`src/sv/shrp_pkg.sv`:
```
`timescale 1ns / 1ps
// Shared types and constants of the 3x3 sharpen filter.
// Depends on nothing; every other file of the block imports it.

package shrp_pkg;

    // Fixed field widths.
    localparam int SAMPLE_W   = 8;
    localparam int CFG_DATA_W = 12;
    localparam int CFG_IDX_W  = 2;
    localparam int CHAN_W     = 3;
    localparam int ROW_W      = 12;
    // Signed width of 5*centre minus four neighbors (-1020..1275).
    localparam int ACC_W      = 12;

    // Defaults of the top-level parameters.
    localparam int MAX_WIDTH_DEFAULT    = 2048;
    localparam int MAX_CHANNELS_DEFAULT = 4;

    // Smallest legal image width and height.
    localparam int MIN_DIM = 3;

    localparam int KERNEL_CENTRE = 5;

    localparam logic [CFG_DATA_W-1:0] WIDTH_RESET  = 12'd640;
    localparam logic [CFG_DATA_W-1:0] HEIGHT_RESET = 12'd480;
    localparam logic [CHAN_W-1:0]     CHAN_RESET   = 3'd3;

    typedef enum logic [CFG_IDX_W-1:0] {
        CFG_IMAGE_WIDTH   = 2'd0,
        CFG_IMAGE_HEIGHT  = 2'd1,
        CFG_CHANNEL_COUNT = 2'd2
    } cfg_index_t;

    typedef enum logic {
        REQ_SAMPLE = 1'b0,
        REQ_DRAIN  = 1'b1
    } req_type_t;

    // Control flags of one accepted item, passed from the sequencer to the datapath.
    typedef struct packed {
        logic is_sample;   // pixel sample that updates the line stores
        logic has_result;  // item produces one output transfer
        logic interior;    // output is computed, not a border zero
        logic frame_last;  // final output of the frame
    } shrp_item_t;

endpackage

```
`src/sv/shrp_core.sv`:
```
`timescale 1ns / 1ps
// Datapath of the sharpen filter: item register, neighbor shift line, kernel
// arithmetic with clamping, and the output register. Depends on shrp_pkg.

module shrp_core
    import shrp_pkg::*;
#(
    parameter int MAX_WIDTH    = MAX_WIDTH_DEFAULT,
    parameter int MAX_CHANNELS = MAX_CHANNELS_DEFAULT,
    localparam int LINE_DEPTH  = MAX_WIDTH * MAX_CHANNELS,
    localparam int ADDR_W      = $clog2(LINE_DEPTH)
)
(
    input  logic                clk,
    input  logic                rst_n,
    input  logic                in_accept,
    input  shrp_item_t          item,
    input  logic [SAMPLE_W-1:0] sample,
    input  logic [ADDR_W-1:0]   cur_addr,
    input  logic [CHAN_W-1:0]   chans,
    input  logic [SAMPLE_W-1:0] newer_rd,
    input  logic [SAMPLE_W-1:0] older_rd,
    output logic                in_ready,
    output logic                line_wr_en,
    output logic [ADDR_W-1:0]   line_wr_addr,
    output logic [SAMPLE_W-1:0] newer_wr_data,
    output logic [SAMPLE_W-1:0] older_wr_data,
    output logic                m_axis_tvalid,
    input  logic                m_axis_tready,
    output logic [SAMPLE_W-1:0] m_axis_tdata,
    output logic                m_axis_tlast
);

    localparam int TAPS  = 2 * MAX_CHANNELS;
    localparam int TAP_W = $clog2(TAPS);

    logic                s1_valid_reg;
    shrp_item_t          s1_item_reg;
    logic [SAMPLE_W-1:0] s1_sample_reg;
    logic [ADDR_W-1:0]   s1_addr_reg;
    logic [SAMPLE_W-1:0] line_reg [TAPS];
    logic                out_valid_reg;
    logic [SAMPLE_W-1:0] out_data_reg;
    logic                out_last_reg;

    logic                advance;
    logic                load;
    logic [TAP_W-1:0]    centre_tap;
    logic [TAP_W-1:0]    left_tap;
    logic [SAMPLE_W-1:0] centre;
    logic [SAMPLE_W-1:0] left;
    logic [ACC_W-1:0]    acc;
    logic [SAMPLE_W-1:0] clamped;
    logic [SAMPLE_W-1:0] result;

    // An item leaves the item register unless it has a result and the output
    // register is full and stalled.
    assign advance  = s1_valid_reg
                      && (!s1_item_reg.has_result || !out_valid_reg || m_axis_tready);
    assign in_ready = !s1_valid_reg || advance;
    assign load     = in_accept && (item.is_sample || item.has_result);

    // The shift line holds the previous row's samples, newest first, fetched one
    // pixel ahead: the centre sits one pixel back and the left neighbor two.
    assign centre_tap = TAP_W'(chans) - TAP_W'(1);
    assign left_tap   = TAP_W'({chans, 1'b0}) - TAP_W'(1);
    assign centre     = line_reg[centre_tap];
    assign left       = line_reg[left_tap];

    // Two's complement wrap is harmless: the true value fits in ACC_W signed bits.
    assign acc = ACC_W'(centre) * ACC_W'(KERNEL_CENTRE)
                 - ACC_W'(older_rd) - ACC_W'(s1_sample_reg)
                 - ACC_W'(left) - ACC_W'(newer_rd);

    always_comb
    begin
        if (acc[ACC_W-1])
        begin
            clamped = '0;
        end
        else if (acc[ACC_W-2:SAMPLE_W] != '0)
        begin
            clamped = '1;
        end
        else
        begin
            clamped = acc[SAMPLE_W-1:0];
        end
    end

    assign result = s1_item_reg.interior ? clamped : '0;

    assign line_wr_en    = advance && s1_item_reg.is_sample;
    assign line_wr_addr  = s1_addr_reg;
    assign newer_wr_data = s1_sample_reg;
    assign older_wr_data = centre;

    always_ff @(posedge clk or negedge rst_n)
    begin
        if (!rst_n)
        begin
            s1_valid_reg  <= 1'b0;
            out_valid_reg <= 1'b0;
        end
        else
        begin
            if (load)
            begin
                s1_valid_reg <= 1'b1;
            end
            else if (advance)
            begin
                s1_valid_reg <= 1'b0;
            end

            if (advance && s1_item_reg.has_result)
            begin
                out_valid_reg <= 1'b1;
            end
            else if (m_axis_tready)
            begin
                out_valid_reg <= 1'b0;
            end
        end
    end

    always_ff @(posedge clk)
    begin
        if (load)
        begin
            s1_item_reg   <= item;
            s1_sample_reg <= sample;
            s1_addr_reg   <= cur_addr;
        end

        if (advance && s1_item_reg.is_sample)
        begin
            line_reg[0] <= newer_rd;
            for (int k = 1; k < TAPS; k++)
            begin
                line_reg[k] <= line_reg[k-1];
            end
        end

        if (advance && s1_item_reg.has_result)
        begin
            out_data_reg <= result;
            out_last_reg <= s1_item_reg.frame_last;
        end
    end

    assign m_axis_tvalid = out_valid_reg;
    assign m_axis_tdata  = out_data_reg;
    assign m_axis_tlast  = out_last_reg;

endmodule

```
`config.mk`:
```
export PLATFORM = sky130hd
export DESIGN_NAME = shrp_core
export DESIGN_NICKNAME = d
export VERILOG_FILES = /design/src/sv/shrp_pkg.sv /design/src/sv/shrp_core.sv
export SDC_FILE = /design/constraint.sdc
export NUM_CORES = 1
export LEC_CHECK = 0
export BUFFER_PORTS_ARGS = -buffer_cell sky130_fd_sc_hd__buf_2
export CAP_MARGIN = 10
export CORE_ASPECT_RATIO = 1.25
export CORE_MARGIN = 1
export CORE_UTILIZATION = 24
export DETAILED_ROUTE_END_ITERATION = 7
export HOLD_SLACK_MARGIN = 0.15
export PLACE_DENSITY = 0.41
export SKIP_CTS_REPAIR_TIMING = 1
export SYNTH_ARGS = -nofsm -noshare
export SYNTH_HDL_FRONTEND = slang
export SYNTH_SLANG_ARGS = --single-unit
```
`constraint.sdc`:
```
create_clock -name clk -period 4.8 [get_ports clk]
set_input_delay 0.24 -clock clk [delete_from_list [all_inputs] [get_ports clk]]
set_output_delay 0.24 -clock clk [all_outputs]
set_load 0.005 [all_outputs]
```
==> flow_metrics.py <==
metrics = {
    "drt": {
        "wl_um": 11600,
        "drcViolationCount": 0,
        "drt_iter0_markers": 136,
        "dr.pass1.iters": 4,
        "viasPerCell": 4.07,
        "final_antenna_net_count": 0,
        "vias": 3185,
        "routedWlPerCell_um": 14.8,
    },
    "global_routing": {
        "first_global_vias": 3251,
        "grt_pass1_wl_um": 18000,
        "grt_usage_pct": 10.8,
        "antenna_found_initial": 0,
        "grt_max_degree": 26,
        "grt_overflow": 0,
    },
    "finish": {
        "fin_area_um2": 7250,
        "post_route_cells_drive_above_1_share_pct": 41.7,
        "largest_reg_flops": 64,
        "post-route-util_pct": 33.7,
        "fillers": 2109,
        "final_cell_count_no_fill": 783,
        "diodes": 0,
        "syn2layout_area_growth_pct": 37.2,
        "nets": 601,
    },
    "pwr": {
        "power.total_mw": 4.62,
        "switchingPower_mw": 1.77,
        "power_frac_comb_pct": 61.6,
        "ir_worst_vdd_v": 0.000424,
        "power.share.clock_pct": 15.0,
        "powerDensity_nw_per_um2": 638,
        "netSwitchingFraction_pct": 38.3,
        "internal_power_mw": 2.85,
        "p_seq_share_pct": 23.5,
        "p_leak_nw": 2.95,
    },
    "min_path": {
        "worstHoldStart": "in_accept",
        "min_path_type": "input port to flop",
    },
    "sta": {
        "finalHoldViolCount": 0,
        "worstMarginPinSlew_ns": 0.779,
        "fin_skew_ns": 0.0116,
        "relSlewSlack_pct": 47.9,
        "grt_setup_unrepaired": "true",
        "fin_setup_tns_ns": 0,
        "hold_ws_ns": 0.154,
        "setup_viol": 0,
        "slew_viol_final": 0,
        "timing.fmax_mhz": 213,
        "fin_ws_ns": 0.106,
        "final.period_utilization_pct": 97.8,
        "fin_crit_ns": 4.69,
    },
    "yosys": {
        "async_reset_ff_share_pct": 2.00,
        "seq_area_frac_synth_pct": 56.6,
        "netlist_area_um2": 5290,
        "synth_edf_count": 98,
        "synth_common_cells": "98 x edfxtp_1, 73 x inv_1, 30 x fa_1, 24 x ha_1, 24 x mux4_2",
        "synthesis.instances": 326,
        "synth.avg_cell_area_um2": 16.2,
        "yosysWarnings": 0,
        "ys.flop_type": "edfxtp_1",
        "ys_ff_latch": 100,
        "yosysTopAreaCellShare_pct": 55.7,
        "ys_types": 41,
        "netlist.top_cell.by_area": "edfxtp_1",
        "synth_area_leaders": "edfxtp_1 56%, fa_1 11%, mux4_2 10%",
        "syn_nets": 428,
        "post-synth-top-count-cell": "edfxtp_1",
    },
    "placed_design": {
        "place_congestion": 0.735,
        "port_buffers": 88,
        "pre_cts_slack_ns": -0.299,
        "dpl-instance-area_um2": 6590,
        "dp.cells": 730,
        "dpl.hpwl_um": 9000,
    },
    "critical_path": {
        "worstSetupStartpoint": "line_reg[0][1]",
        "critPathCaptureType": "flop",
        "timing.critical_path.mode_cell": "fa_1",
        "crit_arrival_ns": 4.77,
        "path_cells": "mux4_2 -> mux2i_4 -> inv_2 -> ha_1 -> fa_1 -> inv_1 -> fa_1 -> fa_1 -> inv_2 -> ha_4 -> a211oi_2 -> o21ai_2 -> a32o_2 -> nor3_4 -> a31oi_1",
        "critPathMaxFanout": 8,
        "path_class": "flop to flop",
        "crit-reg2reg-launch": "line_reg[0][1]",
        "startpoint_type": "flop",
        "critPathTopFamily": "adder cells",
        "worstPathRequired_ns": 4.88,
        "crit_slowest_cell": "mux4_2",
        "path_buf_inv": 3,
        "cp_slowest_stage_delay_ns": 0.52,
    },
    "cts": {
        "htreeDepth": 3,
        "clk_path_buf_depth": 2,
        "clk_pin_slew_ns": 0.07,
        "cts_tree": "done",
        "clk_latency_ns": 0.36,
        "cts_root_buf": "clkbuf_16",
        "numCtsBuffers": 9,
        "clock_sinks": 100,
    },
    "flow_run": {
        "drv_cap": 0,
    },
    "floorplan": {
        "die_h_um": 168,
        "ios": 89,
        "die_x_um": 135,
        "die-area_um2": 22600,
        "initial_core_util_pct": 24.5,
        "design.core.area_um2": 21500,
        "fp-row-count": 60,
    },
    "status": {
        "status": "completed",
    },
}
## per-layer routing
layer,wire length (um),GRT usage [%],up-vias
met5,0,0,-
met4,237,4.74,0
met3,302,2.05,15
met2,6060,18.4,48
met1,4960,13.1,1596
li1,-,-,1526
## worst reg2reg max path, stage by stage (launching register included)
cell	delay, ns
edfxtp_1	0.43
mux4_2	0.52
mux2i_4	0.18
inv_2	0.07
ha_1	0.31
fa_1	0.48
inv_1	0.05
fa_1	0.47
fa_1	0.52
inv_2	0.05
ha_4	0.22
a211oi_2	0.24
o21ai_2	0.12
a32o_2	0.30
nor3_4	0.32
a31oi_1	0.14
## worst paths after layout
check	end	slack [ns]	depth (start not counted)
min in group asynchronous	m_axis_tvalid	0.21	2
worst max register to register	m_axis_tdata[7]	0.11	15
worst min register to register	m_axis_tlast	0.43	0
worst max-delay path	m_axis_tdata[7]	0.11	15
max in group asynchronous	s1_valid_reg	4.50	2
worst min-delay path	s1_valid_reg	0.15	3
## cell type report
type,count,area (um^2),area share (%)
flip-flops and latches,100,2990,41.3
repair buffers,168,1190,16.4
inverters,73,277,3.81
clock inverters,7,51.3,0.707
multi-input cells,147,2170,29.9
clock buffers,9,225,3.10
well taps,279,349,4.81
## power groups by stage
stage / combinational [mW] / sequential (mW) / clock (mW)
final: 2.85 / 1.09 / 0.692
after global routing: 3.16 / 1.09 / 0.746
after CTS: 2.83 / 1.09 / 0.718
after detailed placement: 2.82 / 1.11 / 0
after global placement: 2.81 / 1.11 / 0
after floorplan: 1.95 / 1.10 / 0
## layout by cell type (no fill, tap or decap), types with 4 or more instances in the layout
cell	netlist	final
a31oi_1	8	8
clkbuf_16	0	9
a21oi_1	8	5
dlygate4sd3_1	0	34
buf_2	1	88
buf_4	2	41
nand2_1	6	6
ha_4	0	8
inv_1	73	68
edfxtp_1	98	98
ha_1	24	16
inv_2	0	4
buf_12	0	5
o21ai_0	4	4
mux4_2	24	24
fa_1	30	29
## logic make-up (layout without fill, tap and decap cells)
| logic type | count (synthesis) | in the layout | synth area share [%] |
|---|---|---|---|
| AO/OA/AOI/OAI | 37 | 37 | 5.18 |
| XOR/XNOR | 7 | 7 | 1.30 |
| adder cells (fa/ha/maj) | 54 | 54 | 17.0 |
| buffers and inverters | 79 | 257 | 6.06 |
| flip-flops | 100 | 100 | 56.6 |
| multiplexers | 33 | 33 | 12.1 |
| AND/OR/NAND/NOR | 16 | 16 | 1.75 |
No activity file was read; power rests on OpenSTA's default activity.
