**src/sv/shrp_pkg.sv**
```systemverilog
`timescale 1ns / 1ps
// Shared types and constants of the 3x3 sharpen filter.
// Depends on nothing; every other file of the block imports it.

package shrp_pkg;

    // Fixed field widths.
    localparam int SAMPLE_W   = 8;
    localparam int CFG_DATA_W = 12;
    localparam int CFG_IDX_W  = 2;
    localparam int CHAN_W     = 3;
    localparam int ROW_W      = 12;
    // Signed width of 5*centre minus four neighbors (-1020..1275).
    localparam int ACC_W      = 12;

    // Defaults of the top-level parameters.
    localparam int MAX_WIDTH_DEFAULT    = 2048;
    localparam int MAX_CHANNELS_DEFAULT = 4;

    // Smallest legal image width and height.
    localparam int MIN_DIM = 3;

    localparam int KERNEL_CENTRE = 5;

    localparam logic [CFG_DATA_W-1:0] WIDTH_RESET  = 12'd640;
    localparam logic [CFG_DATA_W-1:0] HEIGHT_RESET = 12'd480;
    localparam logic [CHAN_W-1:0]     CHAN_RESET   = 3'd3;

    typedef enum logic [CFG_IDX_W-1:0] {
        CFG_IMAGE_WIDTH   = 2'd0,
        CFG_IMAGE_HEIGHT  = 2'd1,
        CFG_CHANNEL_COUNT = 2'd2
    } cfg_index_t;

    typedef enum logic {
        REQ_SAMPLE = 1'b0,
        REQ_DRAIN  = 1'b1
    } req_type_t;

    // Control flags of one accepted item, passed from the sequencer to the datapath.
    typedef struct packed {
        logic is_sample;   // pixel sample that updates the line stores
        logic has_result;  // item produces one output transfer
        logic interior;    // output is computed, not a border zero
        logic frame_last;  // final output of the frame
    } shrp_item_t;

endpackage

```
**src/sv/shrp_seq.sv**
```systemverilog
`timescale 1ns / 1ps
// Sequencer of the sharpen filter: configuration registers, row and sample
// counters, line store addresses and per-item control flags. Depends on shrp_pkg.

module shrp_seq
    import shrp_pkg::*;
#(
    parameter int MAX_WIDTH    = MAX_WIDTH_DEFAULT,
    parameter int MAX_CHANNELS = MAX_CHANNELS_DEFAULT,
    localparam int LINE_DEPTH  = MAX_WIDTH * MAX_CHANNELS,
    localparam int ADDR_W      = $clog2(LINE_DEPTH)
)
(
    input  logic                  clk,
    input  logic                  rst_n,
    input  logic                  cfg_valid,
    input  logic [CFG_IDX_W-1:0]  cfg_index,
    input  logic [CFG_DATA_W-1:0] cfg_data,
    input  logic                  in_accept,
    input  req_type_t             req_type,
    output shrp_item_t            item,
    output logic [ADDR_W-1:0]     cur_addr,
    output logic [ADDR_W-1:0]     look_addr,
    output logic [CHAN_W-1:0]     chans
);

    localparam int LEN_W = $clog2(LINE_DEPTH + 1);
    localparam int W_W   = $clog2(MAX_WIDTH + 1);

    logic [CFG_DATA_W-1:0] width_reg;
    logic [CFG_DATA_W-1:0] height_reg;
    logic [CHAN_W-1:0]     chan_reg;
    logic [ADDR_W-1:0]     index_reg;
    logic [ADDR_W-1:0]     index_next;
    logic [ROW_W-1:0]      row_reg;
    logic [ROW_W-1:0]      row_next;
    logic                  draining_reg;
    logic                  draining_next;

    logic [W_W-1:0]        eff_width;
    logic [CHAN_W-1:0]     eff_chans;
    logic [CFG_DATA_W-1:0] eff_height;
    logic [LEN_W-1:0]      row_len;
    logic [LEN_W:0]        index_inc;
    logic [LEN_W:0]        ahead;
    logic [ROW_W-1:0]      row_inc;
    logic                  row_end;
    logic                  is_drain;
    logic                  cfg_hit;

    // Registers are clamped to their legal ranges before use.
    always_comb
    begin
        if (width_reg < CFG_DATA_W'(MIN_DIM))
        begin
            eff_width = W_W'(MIN_DIM);
        end
        else if (int'(width_reg) > MAX_WIDTH)
        begin
            eff_width = W_W'(MAX_WIDTH);
        end
        else
        begin
            eff_width = W_W'(width_reg);
        end

        if (chan_reg == '0)
        begin
            eff_chans = CHAN_W'(1);
        end
        else if (int'(chan_reg) > MAX_CHANNELS)
        begin
            eff_chans = CHAN_W'(MAX_CHANNELS);
        end
        else
        begin
            eff_chans = chan_reg;
        end

        if (height_reg < CFG_DATA_W'(MIN_DIM))
        begin
            eff_height = CFG_DATA_W'(MIN_DIM);
        end
        else
        begin
            eff_height = height_reg;
        end
    end

    assign row_len   = LEN_W'(eff_width) * LEN_W'(eff_chans);
    assign index_inc = (LEN_W + 1)'(index_reg) + (LEN_W + 1)'(1);
    assign ahead     = (LEN_W + 1)'(index_reg) + (LEN_W + 1)'(eff_chans);
    assign row_end   = index_inc >= (LEN_W + 1)'(row_len);
    assign row_inc   = row_reg + ROW_W'(1);
    assign is_drain  = (req_type == REQ_DRAIN);

    // The right-hand neighbor is fetched one pixel ahead; past the row end the
    // address wraps to the head of the row, which was written earlier in it.
    always_comb
    begin
        if (ahead >= (LEN_W + 1)'(row_len))
        begin
            look_addr = ADDR_W'(ahead - (LEN_W + 1)'(row_len));
        end
        else
        begin
            look_addr = ADDR_W'(ahead);
        end
    end

    assign cur_addr = index_reg;
    assign chans    = eff_chans;

    always_comb
    begin
        item.is_sample  = !is_drain && !draining_reg;
        item.has_result = is_drain ? draining_reg : (!draining_reg && (row_reg != '0));
        item.interior   = !is_drain && !draining_reg && (row_reg >= ROW_W'(2))
                          && ((LEN_W + 1)'(index_reg) >= (LEN_W + 1)'(eff_chans))
                          && (ahead < (LEN_W + 1)'(row_len));
        item.frame_last = is_drain && draining_reg && row_end;
    end

    always_comb
    begin
        unique case (cfg_index_t'(cfg_index))
            CFG_IMAGE_WIDTH,
            CFG_IMAGE_HEIGHT,
            CFG_CHANNEL_COUNT: cfg_hit = cfg_valid;
            default:           cfg_hit = 1'b0;
        endcase
    end

    always_comb
    begin
        index_next    = index_reg;
        row_next      = row_reg;
        draining_next = draining_reg;
        priority if (cfg_hit)
        begin
            index_next    = '0;
            row_next      = '0;
            draining_next = 1'b0;
        end
        else if (in_accept && is_drain && draining_reg)
        begin
            if (row_end)
            begin
                index_next    = '0;
                row_next      = '0;
                draining_next = 1'b0;
            end
            else
            begin
                index_next = ADDR_W'(index_inc);
            end
        end
        else if (in_accept && !is_drain && !draining_reg)
        begin
            if (row_end)
            begin
                index_next = '0;
                row_next   = row_inc;
                if (row_inc >= eff_height)
                begin
                    draining_next = 1'b1;
                end
            end
            else
            begin
                index_next = ADDR_W'(index_inc);
            end
        end
    end

    always_ff @(posedge clk or negedge rst_n)
    begin
        if (!rst_n)
        begin
            width_reg    <= WIDTH_RESET;
            height_reg   <= HEIGHT_RESET;
            chan_reg     <= CHAN_RESET;
            index_reg    <= '0;
            row_reg      <= '0;
            draining_reg <= 1'b0;
        end
        else
        begin
            index_reg    <= index_next;
            row_reg      <= row_next;
            draining_reg <= draining_next;
            if (cfg_valid)
            begin
                unique case (cfg_index_t'(cfg_index))
                    CFG_IMAGE_WIDTH:   width_reg  <= cfg_data;
                    CFG_IMAGE_HEIGHT:  height_reg <= cfg_data;
                    CFG_CHANNEL_COUNT: chan_reg   <= cfg_data[CHAN_W-1:0];
                    default:           ;
                endcase
            end
        end
    end

endmodule

```
**config.mk**
```make
export PLATFORM = sky130hd
export DESIGN_NAME = shrp_seq
export DESIGN_NICKNAME = d
export VERILOG_FILES = /design/src/sv/shrp_pkg.sv /design/src/sv/shrp_seq.sv
export SDC_FILE = /design/constraint.sdc
export NUM_CORES = 1
export LEC_CHECK = 0
export BUFFER_PORTS_ARGS = -buffer_cell sky130_fd_sc_hd__buf_2
export CORE_MARGIN = 2
export CORE_UTILIZATION = 35
export CTS_CLUSTER_SIZE = 20
export DETAILED_ROUTE_END_ITERATION = 8
export SLEW_MARGIN = 20
export SYNTH_ARGS = -nofsm -noshare
export SYNTH_HDL_FRONTEND = slang
export SYNTH_SLANG_ARGS = --single-unit
```
**constraint.sdc**
```tcl
create_clock -name clk -period 8.3 [get_ports clk]
set_clock_uncertainty 0.05 [all_clocks]
set_input_delay 0.83 -clock clk [delete_from_list [all_inputs] [get_ports clk]]
set_output_delay 0.83 -clock clk [all_outputs]
set_load 0.05 [all_outputs]
```
==> results_dict.tcl, run 1 <==
set metrics [dict create \
    status "completed" \
    grt_max_degree 54 \
    slowest_stage "fa_1" \
    cts.root.buffer_cell "clkbuf_16" \
    synth-seq-cells 53 \
    nets 730 \
    die_w_microns 127.5 \
    synthesis.area_sq_mm 0.005339 \
    n_fill_cell 1521 \
    max_slew.worst_pin.slew_ps 1051 \
    tns_ps 0 \
    reg2reg_slack_ps 2140 \
    antenna_left 0 \
    dp_hpwl_mm 11.17 \
    crit_arrival_ps 6480 \
    vias_per_cell 5.408 \
    post_cts_resized 0 \
    fin_crit_ps 7356 \
    relSlewSlack 0.2959 \
    clockBufferDepth 2 \
    grt_pass1_wl_mm 22.03 \
    cts.htree.levels 2 \
    crit_path_end_kind "output port" \
    synth_edf_count 0 \
    largest_register_ff_count 13 \
    antenna_found_initial 0 \
    drc 0 \
    slew_viol_final 0 \
    synth_nets 692 \
    antenna_cells 0 \
    wl_per_cell_microns 16.39 \
    hold_buffers 0 \
    critPathMaxFanout 12 \
    fin_hold_ws_ps 474.0 \
    hp-class "register to register" \
    drtPass1Iterations 6 \
    grt_usage 0.1685 \
    drv_cap 0 \
    crit_type "register to output port" \
    io_pins 52 \
    cts_tree "built" \
    cp_num_buf_inv 3 \
    required_ps 7420 \
    dr_total_vias 4467 \
    ys_types 59 \
    fmax_mhz 136.0 \
    path_delay_family "simple AND/OR/NAND/NOR gates" \
    core_area_sq_mm 0.01503 \
    leakagePower_nw 2.864 \
    finalHoldViolations 0 \
    drt-initial-drc-count 243 \
    setup_viol 0 \
    clk_pin_slew_ps 70 \
    ys.flop_type "dfrtp_1" \
    clkLatencyLatePin_ps 290 \
    routed_wl_mm 13.54 \
    grt_pass1_vias 4299 \
    rsz0062_at_grt "false" \
    netlist_instances 599 \
    num_rows 45 \
    ir_worst_vdd_uv 165.8 \
    syn_to_final_growth_pct 10.41 \
    cts_buffers 5 \
    die_area_sq_mm 0.01626 \
    start_util 0.3551 \
    start_kind "register" \
    fin_total_pwr_mw 1.504 \
    drive_gt1_frac 0.1803 \
    synth_seq_area_share 0.2503 \
    overflow 0 \
    die_h_microns 127.5 \
    powerDensity_mw_per_mm2 255.1 \
    port-buffer-count 51 \
    cpPeakStageDelay_ps 490 \
    period_share 0.8862 \
    async_flop_share 1.000 \
    clkSinkCount 53 \
    fin_cells 826 \
    post-place-cells 818 \
    place_congestion 0.9849 \
    yosysWarnings 0 \
    syn_area_per_cell_sq_um 8.913 \
    post_cts_buffers 0 \
]
cell families after synthesis:
family | share of synthesized area
mux | 0.07593
flops | 0.2503
fa+ha+maj | 0.1917
buf+inv | 0.05343
xor+xnor | 0.08695
compound gates | 0.1664
simple gates | 0.1753
report_power, final:
part	leakage, nW	switching (mW)	total (mW)	internal [mW]
registers	0.669	0.0500	0.349	0.299
logic	2.12	0.600	0.943	0.343
clock network	0.0708	0.0979	0.212	0.114
final cells by class:
| cell class | instances | area [sq um] | area share |
|---|---|---|---|
| clock buffer | 5 | 125.1 | 0.02123 |
| clock inverter | 3 | 25.02 | 0.004245 |
| inverter | 47 | 176.4 | 0.02993 |
| timing repair buffer | 53 | 270.3 | 0.04585 |
| tap | 188 | 235.2 | 0.03991 |
| sequential | 53 | 1336 | 0.2267 |
| multi-input combinational | 477 | 3726 | 0.6321 |
final timing paths:
check	startpoint	to	cells after the start
worst max-delay path	width_reg[6]	look_addr[6]	26
worst min-delay path	height_reg[1]	height_reg[1]	1
worst max register to register	width_reg[6]	row_reg[3]	22
worst min register to register	height_reg[1]	height_reg[1]	1
max in group asynchronous	rst_n	width_reg[2]	2
min in group asynchronous	rst_n	cur_addr[11]	2
cells in the mapped netlist (10+ instances only):
master     n  area [sq um]
a21o_1    11         82.58
a21oi_1   32         160.2
a22o_1    12         105.1
and2_1    21         131.4
clkbuf_1  10         37.54
dfrtp_1   45          1126
fa_1      13         260.3
ha_1      61         763.2
inv_1     47         176.4
mux2_2    28         315.3
nand2_1   45         168.9
nand3_1   20         100.1
nand4_1   13         81.33
nor2_1    32         120.1
nor3_1    14         70.07
o21ai_0   32         160.2
xnor2_1   31         271.5
xor2_1    22         192.7
routing by layer:
layer  wire length (microns)  up-vias  GRT usage
met5                       0        -          0
met4                     312        0    0.04783
met1                    6244     2116     0.2318
met3                     658       20    0.02178
met2                    6326      132     0.2784
li1                        -     2199          -
stage by stage:
stage	utilization	cell area (sq um)	worst slack (ps)
floorplan	-	5339	888.3
global placement	0.3819	5741	1347
detailed placement	0.3819	5741	1272
CTS	0.3918	5891	933.3
global route	0.3921	5894	482.6
finish	0.3921	5894	944.4
layout by cell type, fill, tap and decap left out, drive strengths merged, types with 4 or more instances in the layout:
| cell | count |
|---|---|
| ha | 61 |
| buf | 53 |
| inv | 49 |
| nand2 | 45 |
| dfrtp | 45 |
| o21ai | 36 |
| a21oi | 34 |
| nor2 | 32 |
| xnor2 | 31 |
| mux2 | 28 |
| xor2 | 22 |
| and2 | 21 |
| nand3 | 21 |
| nor3 | 15 |
| nand4 | 13 |
| fa | 13 |
| a22o | 12 |
| a21o | 11 |
| nand2b | 9 |
| mux2i | 9 |
| nor4 | 8 |
| dfstp | 8 |
| a31oi | 7 |
| nor2b | 5 |
| o21a | 5 |
| clkbuf | 5 |
| a211oi | 5 |
| or2 | 5 |
| a41oi | 4 |
Power figures use the tool's default switching activity.
==> run 2, diff against run 1 <==
--- a/config.mk
+++ b/config.mk
@@ -10,6 +10,8 @@
 export CORE_UTILIZATION = 35
 export CTS_CLUSTER_SIZE = 20
 export DETAILED_ROUTE_END_ITERATION = 8
+export GPL_TIMING_DRIVEN = 0
+export RECOVER_POWER = 25
 export SLEW_MARGIN = 20
 export SYNTH_ARGS = -nofsm -noshare
 export SYNTH_HDL_FRONTEND = slang
==> run 2 against run 1 <==
Compared with the run above: the run now ends with max-capacitance violations, max-slew violations left; clock-buffer cell count unchanged; sequential share of layout area fell by 0.33 points; utilization up 0.58 points; cell area up 1.5%; die area is the same; sequential power barely moved; routed wire length is 0.60% lower; flip-flop and latch count stayed put; clock power rose by 4%; critical endpoint is now look_addr[0]; highest routed layer unchanged.
==> results_dict.tcl, run 2 (synthesized netlist as in run 1, its figures left out) <==
set metrics [dict create \
    core_area_sq_mm 0.01503 \
    p_clk_frac 0.147 \
    place_congestion 0.8790 \
    cts.htree.levels 2 \
    max_slew.worst_pin.slew_ps 2868 \
    hp-class "register to register" \
    place_area_sq_mm 0.005832 \
    nets 750 \
    sw_frac_of_total 0.4959 \
    grt_pass1_wl_mm 22.76 \
    rsz0062_at_grt "false" \
    ff_latch_area_sq_mm 0.001336 \
    post_cts_buffers 0 \
    ir_worst_vdd_uv 160.9 \
    crit_path_end_kind "output port" \
    grt_usage 0.1715 \
    final_cell_mix "61 x ha_1, 55 x buf_2, 47 x inv_1, 45 x nand2_1, 45 x dfrtp_1" \
    die_area_sq_mm 0.01626 \
    antenna_left 0 \
    required_ps 7420 \
    wl_per_cell_microns 15.91 \
    n_fill_cell 1513 \
    drv_cap 1 \
    grt_pass1_vias 4625 \
    drtPass1Iterations 4 \
    clkSinkCount 53 \
    dp_hpwl_mm 11.03 \
    status "finished, violations left" \
    relSlewSlack -0.9117 \
    finalHoldViolations 0 \
    port-buffer-count 51 \
    io_pins 52 \
    dr_total_vias 4466 \
    syn_to_final_growth_pct 12.05 \
    drt-initial-drc-count 201 \
    hold_buffers 0 \
    post_cts_resized 0 \
    grt_max_degree 54 \
    antenna_found_initial 0 \
    mostFrequentLayoutCell "ha_1" \
    p_sw_mw 0.7463 \
    tns_ps 0 \
    antenna_cells 0 \
    powerDensity_mw_per_mm2 251.6 \
    start_util 0.3551 \
    num_rows 45 \
    drc 0 \
    cts.root.buffer_cell "clkbuf_16" \
    largest_register_ff_count 13 \
    cts_buffers 5 \
    slew_viol_final 54 \
    period_share 0.9308 \
    clkLatencyLatePin_ps 300 \
    intPower_mw 0.7585 \
    crit_arrival_ps 6850 \
    die_h_microns 127.5 \
    stdcell_area_sq_mm 0.005982 \
    utilization 0.3979 \
    multi_input_area_sq_mm 0.003717 \
    clk_pin_slew_ps 80 \
    vias_per_cell 5.279 \
    overflow 0 \
    fin_crit_ps 7726 \
    p_comb_frac 0.622 \
    cts_tree "built" \
    drive_gt1_frac 0.1809 \
    setup_viol 0 \
    fmax_mhz 129.4 \
    clockBufferDepth 2 \
    routed_wl_mm 13.46 \
    crit_type "register to output port" \
    leakagePower_nw 2.920 \
    violations "max-capacitance violations, max-slew violations" \
    critPathMaxFanout 10 \
    die_w_microns 127.5 \
    start_kind "register" \
    seqPwrFrac 0.231 \
]
==> run 2: cell count changes in the layout (fill, tap and decap cells not counted), sizes merged <==
cell | previous run | this run
clkinv | 0 | 1
clkbuf | 5 | 17
buf | 53 | 61
clkinvlp | 1 | 0
==> run 2: critical path: stages, from the launching register on <==
cell and delay (ps):
dfrtp_1 420, nor4_1 300, nand3_1 180, o31a_1 300
nor2_1 420, nand2_1 160, fa_1 550, inv_1 50
ha_1 320, nor2b_1 160, o2111ai_2 190, nand2_1 100
o21ai_0 170, nand2b_1 70, a21oi_1 180, xor2_1 390
ha_1 350, or2_2 300, a21oi_1 200, a21oi_2 80
or2_1 280, a211oi_4 440, or2_4 240, buf_6 140
mux2i_1 250, buf_2 300
==> run 2: worst paths after layout <==
check | from | endpoint | slack [ps] | depth (start not counted)
setup / recovery | width_reg[6] | look_addr[0] | 570 | 25
hold / removal | height_reg[1] | height_reg[1] | 480 | 1
setup reg to reg | width_reg[6] | cur_addr[11] | 2150 | 25
hold reg to reg | height_reg[1] | height_reg[1] | 480 | 1
max in group asynchronous | rst_n | width_reg[0] | 5170 | 1
min in group asynchronous | rst_n | cur_addr[10] | 1390 | 1
==> run 2: final cells by class <==
cell class | instances | area share
buffer | 22 | 0.01820
clock buffer | 5 | 0.02092
clock inverter | 3 | 0.004811
inverter | 47 | 0.02949
multi-input combinational | 477 | 0.6214
sequential | 53 | 0.2234
tap | 188 | 0.03932
timing repair buffer | 51 | 0.04246
==> run 2: metal layers <==
metal	GRT usage	part of all wire
met5	0	0
met4	0.05107	0.019
met3	0.02471	0.036
met2	0.2907	0.47
met1	0.2272	0.47
==> run 2: per-stage QoR <==
| step | instances | setup WS [ps] | power [mW] | hold WS (ps) |
|---|---|---|---|---|
| after CTS | 846 | 613.9 | 1.512 | 479.1 |
| after global placement | 838 | 1087 | 1.263 | 443.6 |
| after floorplan | 599 | 888.3 | 1.060 | 429.9 |
| after detailed placement | 838 | 965.3 | 1.284 | 461.6 |
| final | 846 | 574.2 | 1.505 | 475.9 |
| after global routing | 846 | 41.49 | 1.633 | 496.6 |
==> run 2: power groups by stage <==
stage	clock network, mW	logic [mW]	registers (mW)
floorplan	0	0.703	0.356
global placement	0	0.912	0.351
detailed placement	0	0.932	0.353
CTS	0.228	0.937	0.347
global route	0.238	1.04	0.356
finish	0.221	0.937	0.347
==> run 3, diff against run 2 <==
--- a/config.mk
+++ b/config.mk
@@ -8,10 +8,12 @@
 export BUFFER_PORTS_ARGS = -buffer_cell sky130_fd_sc_hd__buf_2
 export CORE_MARGIN = 2
 export CORE_UTILIZATION = 35
+export CTS_BUF_LIST = sky130_fd_sc_hd__clkbuf_4 sky130_fd_sc_hd__clkbuf_8 sky130_fd_sc_hd__clkbuf_16
 export CTS_CLUSTER_SIZE = 20
 export DETAILED_ROUTE_END_ITERATION = 8
 export GPL_TIMING_DRIVEN = 0
 export RECOVER_POWER = 25
+export SETUP_SLACK_MARGIN = 0.3
 export SLEW_MARGIN = 20
 export SYNTH_ARGS = -nofsm -noshare
 export SYNTH_HDL_FRONTEND = slang
==> run 3 against run 2 <==
Compared with the run above: the flow still finishes with violations (max-capacitance violations, max-slew violations); fmax up 6.5%; critical endpoint unchanged; highest routed layer unchanged; cell area up 0.48%; clock-buffer cell count unchanged; critical path depth unchanged; power up 0.41%; sequential share of layout area down 0.11 points; via count about the same; sequential power about the same; hold slack about the same; register-to-register slack better by 150 ps.
==> results_dict.tcl, run 3 (synthesized netlist as in run 1, its figures left out) <==
set metrics [dict create \
    powerDensity_mw_per_mm2 251.4 \
    wl_per_cell_microns 15.83 \
    start_kind "register" \
    fin_crit_ps 7251 \
    fin_total_pwr_mw 1.511 \
    status "finished, violations left" \
    setup_slack_ps 1049 \
    clkSinkCount 53 \
    grt_pass1_vias 4625 \
    drc 0 \
    cts_tree "built" \
    grt_pass1_wl_mm 22.76 \
    vias_per_cell 5.269 \
    clockBufferDepth 2 \
    cts.root.buffer_cell "clkbuf_16" \
    drive_gt1_frac 0.1894 \
    fmax_mhz 137.9 \
    place_congestion 0.8790 \
    drt-initial-drc-count 193 \
    nets 752 \
    final_cell_mix "61 x ha_1, 55 x buf_2, 47 x inv_1, 45 x nand2_1, 45 x dfrtp_1" \
    antenna_left 0 \
    routed_wl_mm 13.43 \
    crit_type "register to output port" \
    drtPass1Iterations 4 \
    cts_buffers 5 \
    overflow 0 \
    ir_worst_vdd_uv 161.2 \
    dp_slack_ps 965.3 \
    leakagePower_nw 2.934 \
    num_rows 45 \
    period_share 0.8736 \
    io_pins 52 \
    cts.htree.levels 2 \
    finalHoldViolations 0 \
    grt_max_degree 54 \
    core_area_sq_mm 0.01503 \
    crit_path_end_kind "output port" \
    antenna_cells 0 \
    die_h_microns 127.5 \
    max_slew.worst_pin.slew_ps 2803 \
    tns_ps 0 \
    clk_pin_slew_ps 80 \
    die_area_sq_mm 0.01626 \
    required_ps 7420 \
    drv_cap 1 \
    die_w_microns 127.5 \
    relSlewSlack -0.8686 \
    n_fill_cell 1512 \
    violations "max-capacitance violations, max-slew violations" \
    start_util 0.3551 \
    multi_input_area_sq_mm 0.003730 \
    clkLatencyLatePin_ps 300 \
    antenna_found_initial 0 \
    critPathMaxFanout 10 \
    port-buffer-count 51 \
    crit_arrival_ps 6370 \
    grt_usage 0.1715 \
    ff_latch_area_sq_mm 0.001336 \
    hp-class "register to register" \
    largest_register_ff_count 13 \
    slew_viol_final 54 \
    syn_to_final_growth_pct 12.58 \
    dp_hpwl_mm 11.03 \
    rsz0062_at_grt "false" \
    dr_total_vias 4468 \
    setup_viol 0 \
    mostFrequentLayoutCell "ha_1" \
]
## run 3: cell types whose count changed in the layout (fill, tap and decap cells not counted)
cell and change:
buf_4 +2, clkbuf_1 -1, clkbuf_2 +1, nor2_1 -2, nor2_2 +2, xor2_1 -1
xor2_2 +1
## run 3: cell type report
cell class / instances / share of cell area
well taps: 188 / 0.03913
clock inverters: 3 / 0.004788
clock buffers: 5 / 0.02082
repair buffers: 53 / 0.04475
inverters: 47 / 0.02935
flip-flops and latches: 53 / 0.2223
multi-input cells: 477 / 0.6205
plain buffers: 22 / 0.01832
## run 3: worst max-delay path, cell delays in order, from the launching register on
cell       delay, ps
dfrtp_1          420
nor4_1           300
nand3_1          180
o31a_1           320
nor2_2           300
nand2_1          130
fa_1             540
inv_1             50
ha_1             320
nor2b_1          160
o2111ai_2        190
nand2_1          100
o21ai_0          170
nand2b_1          70
a21oi_1          240
xor2_2           290
ha_1             320
or2_2            300
a21oi_1          190
a21oi_2           80
or2_1            280
a211oi_4         240
or2_4            190
buf_6            140
mux2i_1          230
buf_2            300
## run 3: through the flow
step	utilization	hold WS [ps]	std cells	cell area, sq um
2_1_floorplan	-	429.9	599	5339
3_3_place_gp	0.3878	443.6	838	5829
3_5_place_dp	0.3879	461.6	838	5832
4_1_cts	0.3982	479.1	846	5986
5_1_grt	0.3998	496.6	848	6011
6_report	0.3998	475.9	848	6011
## run 3: metal layers
metal / GRT usage / vias to the layer above / part of all wire
met3: 0.02471 / 18 / 0.042
met5: 0 / - / 0
met2: 0.2907 / 93 / 0.47
met1: 0.2272 / 2124 / 0.47
met4: 0.05107 / 0 / 0.018
li1: - / 2233 / -
## run 3: what timing repair did
item	in CTS	in global routing
setup buffers	0	2
resized for setup	0	5
hold buffers	0	0
endpoints found under the setup margin	0	11
## run 3: final timing paths
kind                               start  cells past startpoint  slack (ps)       endpoint
hold reg to reg            height_reg[1]                      1         480  height_reg[1]
setup / recovery            width_reg[6]                     25        1050   look_addr[0]
setup reg to reg            width_reg[6]                     25        2300   cur_addr[11]
hold / removal             height_reg[1]                      1         480  height_reg[1]
max in group asynchronous          rst_n                      1        5240  height_reg[4]
min in group asynchronous          rst_n                      1        1370    cur_addr[8]
## run 3: report_power, final
group	switching (mW)	total [mW]	internal, mW
Clock	0.105	0.221	0.116
Combinational	0.594	0.943	0.349
Sequential	0.0483	0.347	0.299
